<file path="src/rtl/iamd_pkg.sv">
`timescale 1ns / 1ps
package iamd_pkg;

  typedef enum logic [4:0] {
    OP_ADD    = 5'd0,
    OP_SUB    = 5'd1,
    OP_SLL    = 5'd2,
    OP_SLT    = 5'd3,
    OP_SLTU   = 5'd4,
    OP_XOR    = 5'd5,
    OP_SRL    = 5'd6,
    OP_SRA    = 5'd7,
    OP_OR     = 5'd8,
    OP_AND    = 5'd9,
    OP_MUL    = 5'd10,
    OP_MULH   = 5'd11,
    OP_MULHSU = 5'd12,
    OP_MULHU  = 5'd13,
    OP_DIV    = 5'd14,
    OP_DIVU   = 5'd15,
    OP_REM    = 5'd16,
    OP_REMU   = 5'd17
  } op_t;

  localparam int unsigned XLEN = 32;

  typedef logic [XLEN-1:0] word_t;

  typedef struct packed {
    logic  is_mul;
    logic  is_div;
    logic  mul_hi;
    logic  a_signed;
    logic  b_signed;
    logic  want_rem;
    logic  div_zero;
    logic  div_ovf;
    logic  neg_q;
    logic  neg_r;
    word_t simple;
  } ctl_t;

endpackage

</file>
<file path="src/rtl/iamd_stage.sv">
`timescale 1ns / 1ps
module iamd_stage
  import iamd_pkg::*;
#(
  parameter int unsigned W = 32
) (
  input  logic         clk,
  input  logic         rst_n,
  input  logic         up_valid,
  output logic         up_ready,
  input  logic [W-1:0] up_data,
  output logic         dn_valid,
  input  logic         dn_ready,
  output logic [W-1:0] dn_data
);

  logic         valid_r;
  logic [W-1:0] data_r;

  assign up_ready = !valid_r || dn_ready;
  assign dn_valid = valid_r;
  assign dn_data  = data_r;

  always_ff @(posedge clk) begin
    if (!rst_n) begin
      valid_r <= 1'b0;
    end else if (up_ready) begin
      valid_r <= up_valid;
    end
  end

  always_ff @(posedge clk) begin
    if (up_ready && up_valid) begin
      data_r <= up_data;
    end
  end

endmodule

</file>
<file path="config.mk">
export PLATFORM = sky130hd
export DESIGN_NAME = iamd_stage
export DESIGN_NICKNAME = d
export VERILOG_FILES = /design/src/rtl/iamd_pkg.sv /design/src/rtl/iamd_stage.sv
export SDC_FILE = /design/constraint.sdc
export NUM_CORES = 1
export LEC_CHECK = 0
export BUFFER_PORTS_ARGS = -buffer_cell sky130_fd_sc_hd__clkbuf_2
export CAP_MARGIN = 5
export CORE_MARGIN = 5
export CORE_UTILIZATION = 42
export DETAILED_ROUTE_END_ITERATION = 7
export GPL_TIMING_DRIVEN = 1
export PLACE_DENSITY = 0.79
export SLEW_MARGIN = 15
export SYNTH_ARGS = -nofsm -noshare
export SYNTH_HDL_FRONTEND = slang
export SYNTH_SLANG_ARGS = --single-unit
</file>
<file path="constraint.sdc">
create_clock -name clk -period 2.65 [get_ports clk]
set_input_delay 0.3975 -clock clk [delete_from_list [all_inputs] [get_ports clk]]
set_output_delay 0.3975 -clock clk [all_outputs]
set_load 0.005 [all_outputs]
</file>
==> flow_metrics.tcl, run 1 <==
set metrics [dict create \
    run_status "finished clean" \
    worst-setup-path-type "flop to primary output" \
    drive_above_1_share 0.675 \
    grt_setup_unrepaired "no" \
    yosysSeqAreaShare 0.963 \
    synthDominantCellAreaShare 0.943 \
    synth_top_area_cell "edfxtp_1" \
    cp_max_fo 3 \
    io_buffer_count 69 \
    finalHoldViolations 0 \
    worstSetupEndpointType "primary output" \
    grt.overflow.total 0 \
    maxSlewHeadroom 0.732 \
    cts_hold_fix_bufs 0 \
    clock-root-buffer "clkbuf_4" \
    met1_usage 0.146 \
    cts.repair.resized 0 \
    global_route.usage.met2 0.176 \
    min_cycle_time_layout_ns 1.29 \
    die-width_microns 59.2 \
    clock_sinks 33 \
    yosysWarningCount 0 \
    grt_start_max_net_pins 33 \
    floorplan.initialDensity 0.452 \
    ant_nets 0 \
    ys_ff_latch 33 \
    required_ns 2.25 \
    detail_route.wl_per_cell_microns 14.2 \
    core_region_area_sq_um 2250 \
    num_rows 17 \
    path_clk_slew_ns 0.09 \
    tritoncts "done" \
    detailedRoute.firstPassIterationCount 4 \
    totalNegativeSetupSlack_ns 0 \
    clk-insertion-delay-late_ns 0.32 \
    first_global_vias 621 \
    post_drt_via_cell_ratio 4.47 \
    cp.arrival_ns 0.89 \
    globalRouteMet3Util 0.0610 \
    yosys.cell_types.count 6 \
    fmax_ghz 0.777 \
    static_power_due_to_leakage_nw 0.652 \
    synth.top_cells.by_area "edfxtp_1 (94%), dfxtp_1 (2.0%), nand2b_4 (1.4%)" \
    antenna_fix_cells 0 \
    setup.worst_path.start_class "flop" \
    detail_route.drc_violations 0 \
    wl_microns 2020 \
    drt_first_iter_violations 12 \
    critPathMaxStageDelay_ns 0.39 \
    syn_to_final_growth_pct 42.1 \
    max-vdd-ir-drop_v 0.000378 \
    route.vias.total 635 \
    grt_busiest_layer "met2" \
    cp_cell_instances "nand2b_4 > clkbuf_2" \
    grt_antenna_before_repair 0 \
    fin_crit_sh 0.486 \
    floorplan.die.height_microns 59.2 \
    timing.max_cap.violations 0 \
    die-area_sq_um 3510 \
    worst_path_max_delay_cell "dfxtp_1" \
    grtUsageTotal 0.122 \
    cts-htree-levels 2 \
    power_per_cell_area_nw_per_um2 649 \
    nNetsFinal 149 \
    synth_fp_nets 73 \
    cts_setup_buffers 0 \
    hold_slack_ns 0.248 \
    global_route_wire_length_before_repair_microns 2970 \
    synthesis.instances 37 \
    post_synth.cell_area_avg_sq_um 27.5 \
    top_level_ports 70 \
    report.final.setup_viol 0 \
    gp_congestion 0.643 \
    cts_buffer_depth 2 \
    clock-skew-final_ns 0.00395 \
    cts_buffers 5 \
    worstHoldPathType "primary input to flop" \
    synthesis.area_sq_um 1020 \
    final-max-slew-violation-count 0 \
    transition_time_at_the_pin_with_the_least_slew_margin_ns 0.401 \
]
==> cell families (layout without fill, tap and decap cells) <==
family	count (synthesis)	in the layout	synth area share
buffers and inverters	1	78	0.00368
AND/OR/NAND/NOR	2	2	0.0221
flip-flops	33	33	0.963
AO/OA/AOI/OAI	1	1	0.0111
==> cell usage after synthesis (all sizes together) <==
master  number
a21boi       1
and2         1
dfxtp        1
edfxtp      32
inv          1
nand2b       1
==> state kept, by name, indices dropped and copies added (netlist names) <==
register  cells
dn_data      32
dn_valid      1
==> worst max-delay path, delay by kind of cell (launching register included) <==
family	cells	cell delay [ns]
DFF	1	0.39
and+or+nand+nor	1	0.07
buffers and inverters	1	0.11
==> layer usage <==
| metal | vias to the layer above | wire [microns] |
|---|---|---|
| li1 | 295 | - |
| met1 | 284 | 731 |
| met2 | 51 | 889 |
| met3 | 5 | 367 |
| met4 | 0 | 34 |
| met5 | - | 0 |
==> cell type report <==
type                            instances  area (sq um)
Tap cell                               28          35.0
Fill cell                             187           807
Inverter                                1          3.75
Clock buffer                            8          48.8
Sequential cell                        33           981
Multi-Input combinational cell          3          33.8
Timing Repair Buffer                   69           345
==> placed cells by master, fill, tap and decap left out <==
master,count
and2_4,1
clkbuf_1,3
clkbuf_4,5
clkbuf_2,69
edfxtp_1,32
nand2b_4,1
a21boi_2,1
dfxtp_1,1
inv_1,1
==> worst paths after layout <==
| path | from | slack, ns | cells after the start | end |
|---|---|---|---|---|
| setup / recovery | dn_valid | 1.36 | 2 | up_ready |
| hold / removal | up_data[9] | 0.25 | 1 | dn_data[9] |
| setup reg to reg | dn_valid | 1.47 | 2 | dn_data[12] |
| hold reg to reg | dn_valid | 0.52 | 2 | dn_valid |
==> stage by stage <==
stage	worst slack, ns	std cells	area [sq um]	power [mW]	util
final	1.36	142	1450	0.940	0.642
after global routing	1.28	142	1450	0.986	0.642
after CTS	1.33	142	1450	0.958	0.642
after detailed placement	1.28	134	1400	0.704	0.620
after global placement	1.31	134	1400	0.700	0.620
after floorplan	1.45	37	1020	0.646	-
==> report_power, final <==
| group | leakage [nW] | internal, mW | switching (mW) |
|---|---|---|---|
| Clock | 0.0265 | 0.106 | 0.145 |
| Sequential | 0.318 | 0.608 | 0.00836 |
| Combinational | 0.307 | 0.0395 | 0.0337 |
Note: power is estimated with default switching activity, not from simulation.
==> inputs of run 2 (changes only) <==
- CORE_UTILIZATION: 42 -> 35
- PLACE_DENSITY: 0.79 -> 0.7
- clock period: 2.65 -> 1.1 ns (I/O delays scaled with it)
==> run 2 against run 1 <==
Effect of this change:
- cell area grew 27%
- critical path depth grew 1
- setup slack lost 1.3 ns
- final cell count grew 26%
- total power grew to 2.7 times the previous value
- hold slack lost 0.18 ns
- critical path type is now flop to flop
- critical endpoint is now dn_data[24]
- highest routed layer unchanged
==> flow_metrics.tcl, run 2 (synthesis gave the netlist of run 1 again) <==
set metrics [dict create \
    io_buffer_count 69 \
    top_level_ports 70 \
    path_clk_slew_ns 0.10 \
    antenna_fix_cells 0 \
    floorplan.initialDensity 0.366 \
    min_delay_worst_endpoint "dn_valid" \
    gp_congestion 0.648 \
    post_drt_via_cell_ratio 4.23 \
    worstReg2RegStart "dn_valid" \
    num_rows 19 \
    ant_nets 0 \
    worst-path-buf-inv 1 \
    report.final.setup_viol 0 \
    static_power_due_to_leakage_nw 0.819 \
    finalHoldViolations 0 \
    cell_count_final_fillers_out 179 \
    totalNegativeSetupSlack_ns 0 \
    place.detailed.instances 139 \
    tritoncts "done" \
    fin_crit_sh 0.946 \
    maxSlewHeadroom 0.928 \
    syn_to_final_growth_pct 80.1 \
    cts_buffers 5 \
    grt_setup_unrepaired "no" \
    cp.arrival_ns 1.08 \
    die-area_sq_um 4090 \
    max-vdd-ir-drop_v 0.00120 \
    worstSetupEndpointType "flop" \
    timing.max_cap.violations 0 \
    detailedRoute.firstPassIterationCount 4 \
    hpwlAfterDp_microns 1530 \
    holdCritStartpoint "up_valid" \
    drt_first_iter_violations 14 \
    worstSetupStartpoint "dn_valid" \
    route.vias.total 758 \
    num-fill-cells 205 \
    clk-insertion-delay-late_ns 0.32 \
    setup.worst_path.start_class "flop" \
    die-width_microns 63.9 \
    clock-root-buffer "clkbuf_4" \
    regToRegSetupSlack_ns 0.06 \
    clock_sinks 33 \
    detail_route.wl_per_cell_microns 13.7 \
    mostFrequentLayoutCells "clkbuf_2 (69), edfxtp_1 (32), dlygate4sd3_1 (32), clkbuf_4 (5)" \
    hold_path_cell_cnt 3 \
    first_global_vias 845 \
    core_region_area_sq_um 2780 \
    transition_time_at_the_pin_with_the_least_slew_margin_ns 0.109 \
    run_status "finished clean" \
    worst-setup-path-type "flop to flop" \
    min_cycle_time_layout_ns 1.04 \
    fmax_ghz 0.961 \
    wl_microns 2450 \
    reg2reg_depth 3 \
    worst_path_max_delay_cell "dfxtp_2" \
    report.power.total_mw 2.51 \
    clock-skew-final_ns 0.00983 \
    cts-htree-levels 2 \
    number_of_flip_flops_in_the_largest_register 32 \
    grtUsageTotal 0.126 \
    cp_cell_instances "nand2b_4 > and2_4 > buf_12" \
    worstHoldPathType "primary input to flop" \
    cp_max_fo 20 \
    mostFrequentLayoutCell "clkbuf_2" \
    dpl-instance-area_sq_um 1440 \
    cts_buffer_depth 2 \
    timing.rr.end "dn_data[24]" \
    global_route_wire_length_before_repair_microns 3740 \
    grt.overflow.total 0 \
    detail_route.drc_violations 0 \
    required_ns 1.13 \
    nNetsFinal 183 \
    final-max-slew-violation-count 0 \
    drive_above_1_share 0.561 \
    post-route-cell-area_sq_um 1830 \
    power_per_cell_area_nw_per_um2 1370 \
    critPathMaxStageDelay_ns 0.35 \
    floorplan.die.height_microns 63.9 \
    grt_antenna_before_repair 0 \
    grt_start_max_net_pins 21 \
    critPathTopFamily "flip-flops" \
]
## run 2: cell types whose count changed in the layout (fill, tap and decap cells not counted), sizes merged
cell	delta
dlygate4sd3	+32
buf	+2
clkbuf	-1
clkinv	+1
## run 2: worst max-delay path by stage
stage,to,slack (ns),depth (start not counted)
3_5_place_dp,dn_data[24],0.06,3
2_1_floorplan,dn_data[0],0.009,2
5_1_grt,dn_data[10],0.009,1
3_3_place_gp,dn_data[24],0.08,3
6_report,dn_data[24],0.06,3
4_1_cts,up_ready,0.02,2
## run 2: timing repair
action | in CTS | in global routing
gates resized for setup | 0 | 1
hold buffers | 22 | 10
endpoints found under the setup margin | 0 | 1
buffers inserted | 0 | 0
hold endpoints to repair | 22 | 10
## run 2: power by group
part	internal [mW]	switching, mW
sequential	1.46	0.0201
combinational	0.188	0.105
clock	0.370	0.367
## run 2: layout make-up
class                   count  area [sq um]  area share
inverters                   1          3.75     0.00205
clock buffers               7          65.1      0.0355
well taps                  31          38.8      0.0211
multi-input cells           3          33.8      0.0184
repair buffers            103           706       0.385
clock inverters             1          5.00     0.00273
flip-flops and latches     33           982       0.535
## run 2: worst reg2reg max path, cell delays in order (launching register included)
cell and delay (ns):
dfxtp_2 0.35, nand2b_4 0.07, and2_4 0.17, buf_12 0.16
## run 2: per-layer routing
| metal | global-route usage | wire, microns | vias to the layer above |
|---|---|---|---|
| li1 | - | - | 368 |
| met1 | 0.114 | 835 | 335 |
| met2 | 0.205 | 1210 | 50 |
| met3 | 0.0806 | 361 | 5 |
| met4 | 0.0857 | 51 | 0 |
| met5 | 0 | 0 | - |
## run 2: stage by stage
step,utilization,worst slack [ns],hold WS (ns)
3_5_place_dp,0.519,0.0625,0.344
2_1_floorplan,-,0.00924,0.264
6_report,0.659,0.0590,0.0695
5_1_grt,0.659,0.00897,0.0500
3_3_place_gp,0.519,0.0771,0.342
4_1_cts,0.623,0.0153,0.000365
==> inputs of run 3 (changes only) <==
- CELL_PAD_IN_SITES_DETAIL_PLACEMENT: default -> 0
- CELL_PAD_IN_SITES_GLOBAL_PLACEMENT: default -> 1
- CORE_UTILIZATION: 35 -> 28
- PLACE_DENSITY: 0.7 -> 0.71
==> run 3 against run 2 <==
Effect of this change:
- die area is 21% higher
- first-iteration DRC count is 21% higher
- global-route usage is 2.5 points lower
- final cell count is 5.6% higher
- setup slack worse by 0.0058 ns
- non-clock buffer count is 7 lower
- routed wire length is 7.5% lower
- critical path depth stayed put
- core utilization is 16 points lower
- sequential power hardly changed
- sequential cell count stayed put
- critical endpoint is now dn_data[11]
==> flow_metrics.tcl, run 3 (synthesis gave the netlist of run 1 again) <==
set metrics [dict create \
    cts_buffer_depth 2 \
    cts-htree-levels 2 \
    grt.overflow.total 0 \
    num_rows 22 \
    max-vdd-ir-drop_v 0.000945 \
    clk-insertion-delay-late_ns 0.32 \
    grt_start_max_net_pins 16 \
    antenna_fix_cells 0 \
    cp.arrival_ns 1.08 \
    top_level_ports 70 \
    clock_sinks 33 \
    cts_buffers 5 \
    required_ns 1.13 \
    die-area_sq_um 4940 \
    detail_route.drc_violations 0 \
    ant_nets 0 \
    fin_crit_sh 0.952 \
    mostFrequentLayoutCells "clkbuf_2 (69), edfxtp_1 (32), dlygate4sd3_1 (24), clkbuf_4 (5), buf_12 (2)" \
    syn_to_final_growth_pct 76.5 \
    wl_microns 2270 \
    floorplan.initialDensity 0.285 \
    holdCritStartpoint "up_data[18]" \
    min_cycle_time_layout_ns 1.05 \
    tritoncts "done" \
    cts_setup_buffers 0 \
    nNetsFinal 176 \
    timing.max_cap.violations 0 \
    clock-root-buffer "clkbuf_4" \
    io_buffer_count 69 \
    grt_antenna_before_repair 0 \
    first_global_vias 830 \
    mostFrequentLayoutCell "clkbuf_2" \
    fmax_ghz 0.955 \
    path_clk_slew_ns 0.10 \
    setup.worst_path.start_class "flop" \
    gp_congestion 0.638 \
    worstReg2RegStart "dn_valid" \
    core_region_area_sq_um 3580 \
    worstSetupEndpointType "flop" \
    detail_route.wl_per_cell_microns 12.0 \
    hold_path_cell_cnt 1 \
    drive_above_1_share 0.589 \
    run_status "finished clean" \
    global_route_wire_length_before_repair_microns 3750 \
    report.final.setup_viol 0 \
    cp_max_fo 15 \
    transition_time_at_the_pin_with_the_least_slew_margin_ns 0.0961 \
    min_delay_worst_endpoint "dn_data[18]" \
    die-width_microns 70.3 \
    route.vias.total 746 \
    timing.rr.end "dn_data[11]" \
    post_drt_via_cell_ratio 3.95 \
    drt_first_iter_violations 17 \
    totalNegativeSetupSlack_ns 0 \
    worst-setup-path-type "flop to flop" \
    regToRegSetupSlack_ns 0.05 \
    floorplan.die.height_microns 70.3 \
    grt_setup_unrepaired "no" \
    reg2reg_depth 3 \
    number_of_flip_flops_in_the_largest_register 32 \
    detailedRoute.firstPassIterationCount 4 \
    finalHoldViolations 0 \
    report.power.total_mw 2.67 \
    clock-skew-final_ns 0.0127 \
    static_power_due_to_leakage_nw 0.794 \
    maxSlewHeadroom 0.936 \
    power_per_cell_area_nw_per_um2 1480 \
    worstHoldPathType "primary input to flop" \
    final-max-slew-violation-count 0 \
    grtUsageTotal 0.102 \
]
## run 3: changes by cell type in the layout (fill, tap and decap cells not counted)
cell | before | now
clkbuf_8 | 2 | 1
dlygate4sd3_1 | 32 | 24
clkbuf_1 | 0 | 1
bufinv_16 | 0 | 1
buf_4 | 0 | 1
clkinv_2 | 1 | 0
## run 3: timing repair
action	4_1_cts	5_1_grt
endpoints found under the setup margin	0	7
hold endpoints to repair	18	6
hold buffers	18	6
resized for setup	0	1
## run 3: metal layers
layer  vias to the layer above  routed length [microns]  share of wire  GRT usage
met1                       337                      791           0.35      0.100
met5                         -                        0              0          0
met4                         0                       42          0.019     0.0702
li1                        352                        -              -          -
met3                         5                      356           0.16     0.0705
met2                        52                     1080           0.48      0.151
## run 3: metrics by stage
stage / area [sq um] / utilization / std cells / setup slack (ns) / hold slack (ns)
2_1_floorplan: 1020 / - / 37 / 0.00924 / 0.264
3_3_place_gp: 1470 / 0.411 / 157 / 0.0872 / 0.341
3_5_place_dp: 1470 / 0.411 / 157 / 0.0731 / 0.344
4_1_cts: 1740 / 0.485 / 183 / 0.0282 / 0.000816
5_1_grt: 1800 / 0.502 / 189 / 0.00170 / 0.00132
6_report: 1800 / 0.502 / 189 / 0.0532 / 0.0208
## run 3: where the power goes
part           internal, mW  switching [mW]
Clock                 0.543           0.369
Combinational         0.172           0.102
Sequential             1.46          0.0193
Total                  2.18           0.490
## run 3: critical path, cell delays in order, from the launching register on
cell and delay [ns]:
dfxtp_2 0.35, nand2b_4 0.08, and2_4 0.18, buf_12 0.15
## run 3: worst max path at each step
stage               slack [ns]           to      from
finish                    0.05  dn_data[11]  dn_valid
global route             0.002     up_ready  dn_valid
global placement          0.09  dn_data[22]  dn_valid
CTS                       0.03     up_ready  dn_valid
detailed placement        0.07   dn_data[7]  dn_valid
floorplan                0.009   dn_data[0]  dn_valid
## run 3: final cells by class
type,count,area [sq um]
fillers,306,1780
flip-flops and latches,33,982
repair buffers,96,633
well taps,48,60.1
clock buffers,7,55.1
multi-input cells,3,33.8
clock inverters,1,30.0
inverters,1,3.75
