==> config.mk <==
export PLATFORM = sky130hd
export DESIGN_NAME = iamd_div_step
export DESIGN_NICKNAME = d
export VERILOG_FILES = /design/src/rtl/iamd_pkg.sv /design/src/rtl/iamd_div_step.sv
export SDC_FILE = /design/constraint.sdc
export NUM_CORES = 1
export LEC_CHECK = 0
export CORE_MARGIN = 2
export CORE_UTILIZATION = 55
export DETAILED_ROUTE_END_ITERATION = 12
export DONT_BUFFER_PORTS = 1
export GPL_TIMING_DRIVEN = 0
export PLACE_DENSITY = 0.8
export SYNTH_ARGS = -nofsm -noshare
export SYNTH_HDL_FRONTEND = slang
export SYNTH_SLANG_ARGS = --single-unit
==> constraint.sdc <==
create_clock -name vclk -period 25.7
set_clock_uncertainty 0.2 [all_clocks]
set_input_delay 5.14 -clock vclk [all_inputs]
set_output_delay 5.14 -clock vclk [all_outputs]
set_load 0.03 [all_outputs]
==> src/rtl/iamd_pkg.sv <==
`timescale 1ns / 1ps
package iamd_pkg;

  typedef enum logic [4:0] {
    OP_ADD    = 5'd0,
    OP_SUB    = 5'd1,
    OP_SLL    = 5'd2,
    OP_SLT    = 5'd3,
    OP_SLTU   = 5'd4,
    OP_XOR    = 5'd5,
    OP_SRL    = 5'd6,
    OP_SRA    = 5'd7,
    OP_OR     = 5'd8,
    OP_AND    = 5'd9,
    OP_MUL    = 5'd10,
    OP_MULH   = 5'd11,
    OP_MULHSU = 5'd12,
    OP_MULHU  = 5'd13,
    OP_DIV    = 5'd14,
    OP_DIVU   = 5'd15,
    OP_REM    = 5'd16,
    OP_REMU   = 5'd17
  } op_t;

  localparam int unsigned XLEN = 32;

  typedef logic [XLEN-1:0] word_t;

  typedef struct packed {
    logic  is_mul;
    logic  is_div;
    logic  mul_hi;
    logic  a_signed;
    logic  b_signed;
    logic  want_rem;
    logic  div_zero;
    logic  div_ovf;
    logic  neg_q;
    logic  neg_r;
    word_t simple;
  } ctl_t;

endpackage

==> src/rtl/iamd_div_step.sv <==
`timescale 1ns / 1ps
module iamd_div_step
  import iamd_pkg::*;
#(
  parameter int unsigned BITS = 4
) (
  input  word_t rem_in,
  input  word_t quo_in,
  input  word_t dvs,
  output word_t rem_out,
  output word_t quo_out
);

  logic [XLEN:0] trial [BITS+1];
  word_t         r    [BITS+1];
  word_t         q    [BITS+1];

  always_comb begin
    r[0] = rem_in;
    q[0] = quo_in;
    for (int i = 0; i < BITS; i++) begin
      trial[i]  = {r[i], q[i][XLEN-1]} - {1'b0, dvs};
      if (!trial[i][XLEN]) begin
        r[i+1] = trial[i][XLEN-1:0];
        q[i+1] = {q[i][XLEN-2:0], 1'b1};
      end else begin
        r[i+1] = {r[i][XLEN-2:0], q[i][XLEN-1]};
        q[i+1] = {q[i][XLEN-2:0], 1'b0};
      end
    end
    trial[BITS] = '0;
  end

  assign rem_out = r[BITS];
  assign quo_out = q[BITS];

endmodule

==> metrics.txt, run 1 <==
# TYPE chip_impl_metric gauge
chip_impl_metric{name="pins_over_their_slew_limit",unit=""} 0
chip_impl_info{name="worst_min_delay_path_startpoint",value="quo_in[9]"} 1
chip_impl_info{name="yosys.cell_count.top_type",value="sky130_fd_sc_hd__nand2_1"} 1
chip_impl_metric{name="timing.hold.worst_path_depth",unit=""} 1
chip_impl_metric{name="synth_simple_gate_area_frac",unit=""} 0.2059
chip_impl_metric{name="place_area",unit="µm²"} 8726
chip_impl_info{name="synth_top_cell_by_area",value="sky130_fd_sc_hd__ha_1"} 1
chip_impl_metric{name="gpl.final_weighted_congestion",unit=""} 0.9925
chip_impl_metric{name="area_delta_synth_final",unit="%"} 5.202
chip_impl_metric{name="grt_start_max_net_pins",unit=""} 11
chip_impl_metric{name="setup_viol",unit=""} 0
chip_impl_metric{name="critical_path_required",unit="ns"} 20.36
chip_impl_metric{name="design.portCount",unit=""} 160
chip_impl_info{name="grt_setup_unrepaired",value="yes"} 1
chip_impl_metric{name="cap_violations",unit=""} 0
chip_impl_metric{name="synth_mux_area_frac",unit=""} 0.02490
chip_impl_metric{name="detail_route.wl_per_cell",unit="µm"} 19.88
chip_impl_metric{name="dpl_worst_slack",unit="ns"} 0.1182
chip_impl_metric{name="drtIter0Drc",unit=""} 872
chip_impl_metric{name="grt_pass1_wl",unit="µm"} 44370
chip_impl_metric{name="grt_overflow_total",unit=""} 0
chip_impl_metric{name="initial_core_util",unit=""} 0.5606
chip_impl_metric{name="core.rowCount",unit=""} 45
chip_impl_info{name="synth_top_cells_by_count",value="sky130_fd_sc_hd__nand2_1 (159), sky130_fd_sc_hd__ha_1 (128), sky130_fd_sc_hd__a21oi_1 (107), sky130_fd_sc_hd__inv_1 (80), sky130_fd_sc_hd__nor2_1 (79)"} 1
chip_impl_metric{name="final_layout_size_suffix_gt1_frac",unit=""} 0.08453
chip_impl_metric{name="antenna_cells_inserted",unit=""} 0
chip_impl_info{name="type_of_the_worst_min_delay_path",value="in -> out"} 1
chip_impl_metric{name="syn-instance-count",unit=""} 1253
chip_impl_metric{name="number_of_warnings_reported_in_the_yosys_synthesis_log",unit=""} 0
chip_impl_metric{name="worst_slew_margin_rel",unit=""} 0.3779
chip_impl_metric{name="worstPathArrival",unit="ns"} 19.62
chip_impl_metric{name="floorplan.die_area",unit="µm²"} 16450
chip_impl_info{name="start_kind",value="primary input"} 1
chip_impl_metric{name="via_count",unit=""} 9663
chip_impl_metric{name="place_hpwl",unit="µm"} 24020
chip_impl_metric{name="post-route-worst-setup-slack",unit="ns"} 0.7419
chip_impl_metric{name="core_area",unit="µm²"} 15150
chip_impl_info{name="hold-path-endpoint",value="quo_out[13]"} 1
chip_impl_metric{name="synth_compound_gate_area_share",unit=""} 0.3669
chip_impl_metric{name="route.detailed.vias_per_inst",unit=""} 6.701
chip_impl_metric{name="num-nets-final",unit=""} 1484
chip_impl_metric{name="mappedNetlistNets",unit=""} 1481
chip_impl_metric{name="final_antenna_net_count",unit=""} 0
chip_impl_metric{name="cts-hold-fix-buffers",unit=""} 0
chip_impl_metric{name="grt_usage",unit=""} 0.3326
chip_impl_metric{name="timing.critical_path.fanout_max",unit=""} 10
chip_impl_metric{name="floorplan.die.height",unit="µm"} 128.2
chip_impl_metric{name="postSynthAreaPerCell",unit="µm²"} 6.776
chip_impl_metric{name="final.clkbuf_count",unit=""} 0
chip_impl_metric{name="totalWireLength",unit="µm"} 28660
chip_impl_metric{name="critical-path-max-stage-delay",unit="ns"} 0.62
chip_impl_metric{name="numPortBuffers",unit=""} 0
chip_impl_metric{name="drc",unit=""} 0
chip_impl_metric{name="fp.dieW",unit="µm"} 128.2
chip_impl_metric{name="fin_crit_share",unit=""} 0.9711
chip_impl_metric{name="synth_area",unit="µm²"} 8491
chip_impl_metric{name="first_global_vias",unit=""} 9026
chip_impl_metric{name="synth_xor_xnor_area_share",unit=""} 0.1235
chip_impl_metric{name="share_of_the_yosys_chip_area_belonging_to_registers",unit=""} 0
chip_impl_metric{name="worst_slew_pin_slew",unit="ns"} 0.9332
chip_impl_metric{name="antenna_found_initial",unit=""} 0
chip_impl_metric{name="synth_fa_ha_area_frac",unit=""} 0.1981
chip_impl_metric{name="final_area",unit="µm²"} 8932
chip_impl_metric{name="seq_cell_count",unit=""} 0
chip_impl_metric{name="hold_viol",unit=""} 0
chip_impl_metric{name="drt_first_pass_iters",unit=""} 6
chip_impl_info{name="setup.worst_path.class",value="in -> out"} 1
chip_impl_info{name="synth_top_family_by_area",value="compound AO/OA/AOI/OAI gates"} 1
chip_impl_info{name="status",value="completed"} 1
chip_impl_metric{name="yosysTopAreaCellShare",unit=""} 0.1886
chip_impl_info{name="post_synth_main_area_contributors",value="sky130_fd_sc_hd__ha_1 (19%), sky130_fd_sc_hd__xnor2_1 (7.8%), sky130_fd_sc_hd__nand2_1 (7.0%), sky130_fd_sc_hd__a21oi_1 (6.3%), sky130_fd_sc_hd__a21o_1 (5.4%)"} 1
chip_impl_metric{name="cell_variety_after_synth",unit=""} 82
chip_impl_metric{name="fmax",unit="MHz"} 40.07
chip_impl_info{name="crit_path_top_delay_cell",value="sky130_fd_sc_hd__a222oi_1"} 1
chip_impl_info{name="critPathCaptureType",value="output pin"} 1
chip_impl_metric{name="seqCellArea",unit="µm²"} 0
chip_impl_metric{name="finalCriticalPeriod",unit="ns"} 24.96
[kinds of logic after synthesis]
logic type / after synthesis
fa+ha+maj: 132
xor+xnor: 118
compound gates: 458
buf+inv: 149
simple gates: 376
mux: 20
[how the worst max path moves through the flow]
stage / start / end / slack (ns) / cells past startpoint
floorplan: quo_in[31] / rem_out[16] / 3.61 / 54
global placement: dvs[13] / rem_out[20] / 0.18 / 50
detailed placement: quo_in[31] / rem_out[19] / 0.12 / 51
CTS: quo_in[31] / rem_out[19] / 0.03 / 51
global route: dvs[13] / rem_out[28] / -0.06 / 53
finish: quo_in[31] / rem_out[8] / 0.74 / 53
[cells in the final DEF, fill, tap and decap left out, types with 12 or more instances in the layout]
cell                       Yosys  final
sky130_fd_sc_hd__ha_1        128    128
sky130_fd_sc_hd__nand3_1      17     17
sky130_fd_sc_hd__o21bai_1     13     13
sky130_fd_sc_hd__xor2_1       40     39
sky130_fd_sc_hd__nor3_1       19     19
sky130_fd_sc_hd__buf_4        29     30
sky130_fd_sc_hd__nor2b_1      12     12
sky130_fd_sc_hd__clkbuf_1     25     14
sky130_fd_sc_hd__a21oi_1     107    107
sky130_fd_sc_hd__a32oi_1      18     18
sky130_fd_sc_hd__xnor2_1      76     76
sky130_fd_sc_hd__clkbuf_2      0     13
sky130_fd_sc_hd__inv_1        80     80
sky130_fd_sc_hd__nand2b_1     19     19
sky130_fd_sc_hd__a22oi_1      20     20
sky130_fd_sc_hd__or3_1        15     15
sky130_fd_sc_hd__o21a_1       18     18
sky130_fd_sc_hd__and3_1       13     13
sky130_fd_sc_hd__a21o_1       61     61
sky130_fd_sc_hd__nor2_1       79     79
sky130_fd_sc_hd__a211oi_1     12     12
sky130_fd_sc_hd__a31oi_1      20     20
sky130_fd_sc_hd__o21ai_0      68     68
sky130_fd_sc_hd__nand2_1     159    158
[per-stage QoR]
stage	instances	setup TNS (ns)	utilization	hold slack [ns]
4_1_cts	1441	0	0.5761	10.21
5_1_grt	1442	-0.4619	0.5898	10.21
3_5_place_dp	1441	0	0.5761	10.21
6_report	1442	0	0.5898	10.21
3_3_place_gp	1441	0	0.5761	10.21
2_1_floorplan	1253	0	-	10.21
[worst max-delay path: cells and delay by family]
kind,cells,cell delay [ns]
compound gates,24,6.96
buf+inv,12,2.70
simple gates,9,2.39
fa+ha+maj,5,1.58
xor+xnor,2,0.59
mux,1,0.23
[timing repair]
action,CTS,global route
setup endpoints to repair,0,33
buffers inserted,0,1
resized for setup,0,56
[layout make-up]
| class | count | area [µm²] |
|---|---|---|
| multi-input combinational | 1104 | 7985 |
| fill | 1503 | 6213 |
| buffer | 66 | 390.4 |
| inverter | 83 | 314.1 |
| tap | 188 | 235.2 |
| timing repair buffer | 1 | 7.507 |
[per-layer routing]
metal,wire length (µm),track usage,up-vias,share of wire
li1,-,-,4647,-
met1,11280,0.3988,4393,0.39
met2,13130,0.5651,509,0.46
met3,2766,0.06219,114,0.097
met4,1486,0.1700,0,0.052
met5,0,0,-,0
Power of run 1 is not shown: default switching activity piles up to over one toggle a cycle in this logic, so the estimate is an artifact.
==> run 2, diff against run 1 <==
- ABC_AREA: unset -> 1
==> run 2 against run 1 <==
Net effect: critical path depth decreased by 1; core utilization shrank 1.0 points; final area increased by 7.5%; maximum frequency grew 20%; clock-buffer cell count stayed put; hold slack did not move; setup slack better by 4.2 ns; first-iteration DRC count shrank 18%; sequential share of layout area did not move; synthesized cell count up 32%; global-route usage is 0.26 points lower; cell count grew 30%; highest routed layer unchanged.
==> metrics.txt, run 2 <==
# TYPE chip_impl_metric gauge
chip_impl_info{name="status",value="completed"} 1
chip_impl_metric{name="antenna_cells_inserted",unit=""} 0
chip_impl_info{name="grt_setup_unrepaired",value="no"} 1
chip_impl_metric{name="num-nets-final",unit=""} 1884
chip_impl_metric{name="floorplan.die.height",unit="µm"} 134.3
chip_impl_info{name="grt-busiest-layer",value="met2"} 1
chip_impl_metric{name="grt.met3_usage",unit=""} 0.02154
chip_impl_metric{name="final_layout_size_suffix_gt1_frac",unit=""} 0.07557
chip_impl_metric{name="worst_slew_margin_rel",unit=""} 0.5525
chip_impl_metric{name="gr-usage-met1",unit=""} 0.4393
chip_impl_metric{name="grt_pass1_wl",unit="µm"} 48650
chip_impl_metric{name="global_route_track_usage_on_met2",unit=""} 0.5737
chip_impl_info{name="synth_top_cell_by_area",value="sky130_fd_sc_hd__nand2_1"} 1
chip_impl_metric{name="fin_crit_share",unit=""} 0.8066
chip_impl_metric{name="pins_over_their_slew_limit",unit=""} 0
chip_impl_info{name="yosys.cell_count.top_type",value="sky130_fd_sc_hd__nand2_1"} 1
chip_impl_metric{name="share_of_the_yosys_chip_area_belonging_to_registers",unit=""} 0
chip_impl_metric{name="worst_slew_pin_slew",unit="ns"} 0.6629
chip_impl_metric{name="route.detailed.vias_per_inst",unit=""} 5.801
chip_impl_info{name="start_kind",value="primary input"} 1
chip_impl_metric{name="total_negative_setup_slacks",unit="ns"} 0
chip_impl_metric{name="fmax",unit="MHz"} 48.24
chip_impl_metric{name="area_delta_synth_final",unit="%"} 2.950
chip_impl_info{name="post_synth_main_area_contributors",value="sky130_fd_sc_hd__nand2_1 (18%), sky130_fd_sc_hd__ha_1 (17%), sky130_fd_sc_hd__inv_1 (7.8%), sky130_fd_sc_hd__a21oi_1 (7.5%), sky130_fd_sc_hd__nand3_1 (6.6%)"} 1
chip_impl_metric{name="design.portCount",unit=""} 160
chip_impl_metric{name="initial_core_util",unit=""} 0.5627
chip_impl_info{name="crit_path_top_delay_cell",value="sky130_fd_sc_hd__fa_1"} 1
chip_impl_metric{name="final_antenna_net_count",unit=""} 0
chip_impl_metric{name="setup_fix_bufs_post_cts",unit=""} 0
chip_impl_metric{name="drc",unit=""} 0
chip_impl_metric{name="numPortBuffers",unit=""} 0
chip_impl_metric{name="grt_overflow_total",unit=""} 0
chip_impl_metric{name="mappedNetlistNets",unit=""} 1882
chip_impl_metric{name="cell_variety_after_synth",unit=""} 49
chip_impl_metric{name="antenna_found_initial",unit=""} 0
chip_impl_metric{name="seqCellArea",unit="µm²"} 0
chip_impl_metric{name="via_count",unit=""} 10870
chip_impl_metric{name="syn-instance-count",unit=""} 1654
chip_impl_metric{name="drt_first_pass_iters",unit=""} 5
chip_impl_info{name="type_of_the_worst_min_delay_path",value="in -> out"} 1
chip_impl_metric{name="detail_route.wl_per_cell",unit="µm"} 16.50
chip_impl_metric{name="cap_violations",unit=""} 0
chip_impl_metric{name="seq_cell_count",unit=""} 0
chip_impl_metric{name="synth_area",unit="µm²"} 9331
chip_impl_info{name="commonest_cells_after_routing_fill_and_taps_aside",value="sky130_fd_sc_hd__nand2_1 (454), sky130_fd_sc_hd__inv_1 (195), sky130_fd_sc_hd__a21oi_1 (139)"} 1
chip_impl_metric{name="grt_usage",unit=""} 0.3300
chip_impl_metric{name="timing.critical_path.fanout_max",unit=""} 10
chip_impl_metric{name="core_area",unit="µm²"} 16580
chip_impl_metric{name="fill_cells",unit=""} 1757
chip_impl_metric{name="critical-path-max-stage-delay",unit="ns"} 0.45
chip_impl_metric{name="setup_viol",unit=""} 0
chip_impl_metric{name="totalWireLength",unit="µm"} 30930
chip_impl_metric{name="post_cts_resize_count",unit=""} 0
chip_impl_metric{name="gpl.final_weighted_congestion",unit=""} 1.012
chip_impl_metric{name="place_hpwl",unit="µm"} 27350
chip_impl_metric{name="worstPathArrival",unit="ns"} 15.39
chip_impl_metric{name="first_global_vias",unit=""} 9956
chip_impl_info{name="cp_most_frequent_cell",value="sky130_fd_sc_hd__nand2_1"} 1
chip_impl_metric{name="final.clkbuf_count",unit=""} 0
chip_impl_metric{name="postSynthAreaPerCell",unit="µm²"} 5.642
chip_impl_metric{name="finalCriticalPeriod",unit="ns"} 20.73
chip_impl_info{name="setup.worst_path.class",value="in -> out"} 1
chip_impl_metric{name="core.rowCount",unit=""} 47
chip_impl_info{name="synth_top_cells_by_count",value="sky130_fd_sc_hd__nand2_1 (454), sky130_fd_sc_hd__inv_1 (195), sky130_fd_sc_hd__a21oi_1 (139), sky130_fd_sc_hd__ha_1 (128), sky130_fd_sc_hd__nor2_1 (126)"} 1
chip_impl_metric{name="cts-hold-fix-buffers",unit=""} 0
chip_impl_metric{name="hold_viol",unit=""} 0
chip_impl_metric{name="yosysTopAreaCellShare",unit=""} 0.1826
chip_impl_info{name="critPathCaptureType",value="output pin"} 1
chip_impl_metric{name="floorplan.die_area",unit="µm²"} 18020
chip_impl_info{name="final_common_cell",value="sky130_fd_sc_hd__nand2_1"} 1
chip_impl_metric{name="fp.dieW",unit="µm"} 134.3
chip_impl_metric{name="drtIter0Drc",unit=""} 715
chip_impl_metric{name="number_of_warnings_reported_in_the_yosys_synthesis_log",unit=""} 0
chip_impl_metric{name="grt_start_max_net_pins",unit=""} 11
chip_impl_metric{name="critical_path_required",unit="ns"} 20.36
## run 2: changes by cell type in the layout (fill, tap and decap cells not counted), moves of 32 or more
cell	delta
sky130_fd_sc_hd__o21ai_1	+48
sky130_fd_sc_hd__a21o_1	-51
sky130_fd_sc_hd__inv_1	+115
sky130_fd_sc_hd__nand2_1	+296
sky130_fd_sc_hd__nand3_1	+106
sky130_fd_sc_hd__nor2_1	+47
sky130_fd_sc_hd__a21oi_1	+32
## run 2: per-layer routing
metal	up-vias	wire length [µm]
li1	5504	-
met1	4908	13620
met2	403	14210
met3	57	2099
met4	0	997
met5	-	0
## run 2: layout make-up
| class | count | area (µm²) | area share |
|---|---|---|---|
| Buffer | 57 | 451.7 | 0.04702 |
| Multi-Input combinational cell | 1394 | 8118 | 0.8450 |
| Inverter | 203 | 762.0 | 0.07932 |
| Tap cell | 220 | 275.3 | 0.02865 |
## run 2: worst max-delay path, delay by kind of cell
| kind | cells | cell delay (ns) |
|---|---|---|
| buffers and inverters | 8 | 1.52 |
| AND/OR/NAND/NOR | 24 | 3.17 |
| adder cells (fa/ha/maj) | 4 | 1.59 |
| AO/OA/AOI/OAI | 16 | 3.92 |
## run 2: final timing paths
kind | startpoint | end | cells after the start
max | dvs[19] | rem_out[29] | 52
min | quo_in[27] | quo_out[31] | 1
## run 2: logic make-up (layout without fill, tap and decap cells)
family                     count (synthesis)  count (layout)  synth area share
and+or+nand+nor                          803             803            0.3760
adders and majority gates                132             132            0.1802
AOI/OAI and AO/OA                        348             348            0.2096
buffers and inverters                    260             260            0.1301
xor gates and xnor gates                 111             111            0.1042
## run 2: per-stage QoR
stage | worst slack (ns) | cells | hold slack, ns | utilization | cell area (µm²)
after global routing | 4.295 | 1874 | 10.21 | 0.5793 | 9607
after detailed placement | 5.172 | 1874 | 10.21 | 0.5793 | 9607
after floorplan | 7.195 | 1654 | 10.21 | - | 9331
after CTS | 5.131 | 1874 | 10.21 | 0.5793 | 9607
after global placement | 5.385 | 1874 | 10.21 | 0.5793 | 9607
final | 4.970 | 1874 | 10.21 | 0.5793 | 9607
Power of run 2 is left out for the same reason.
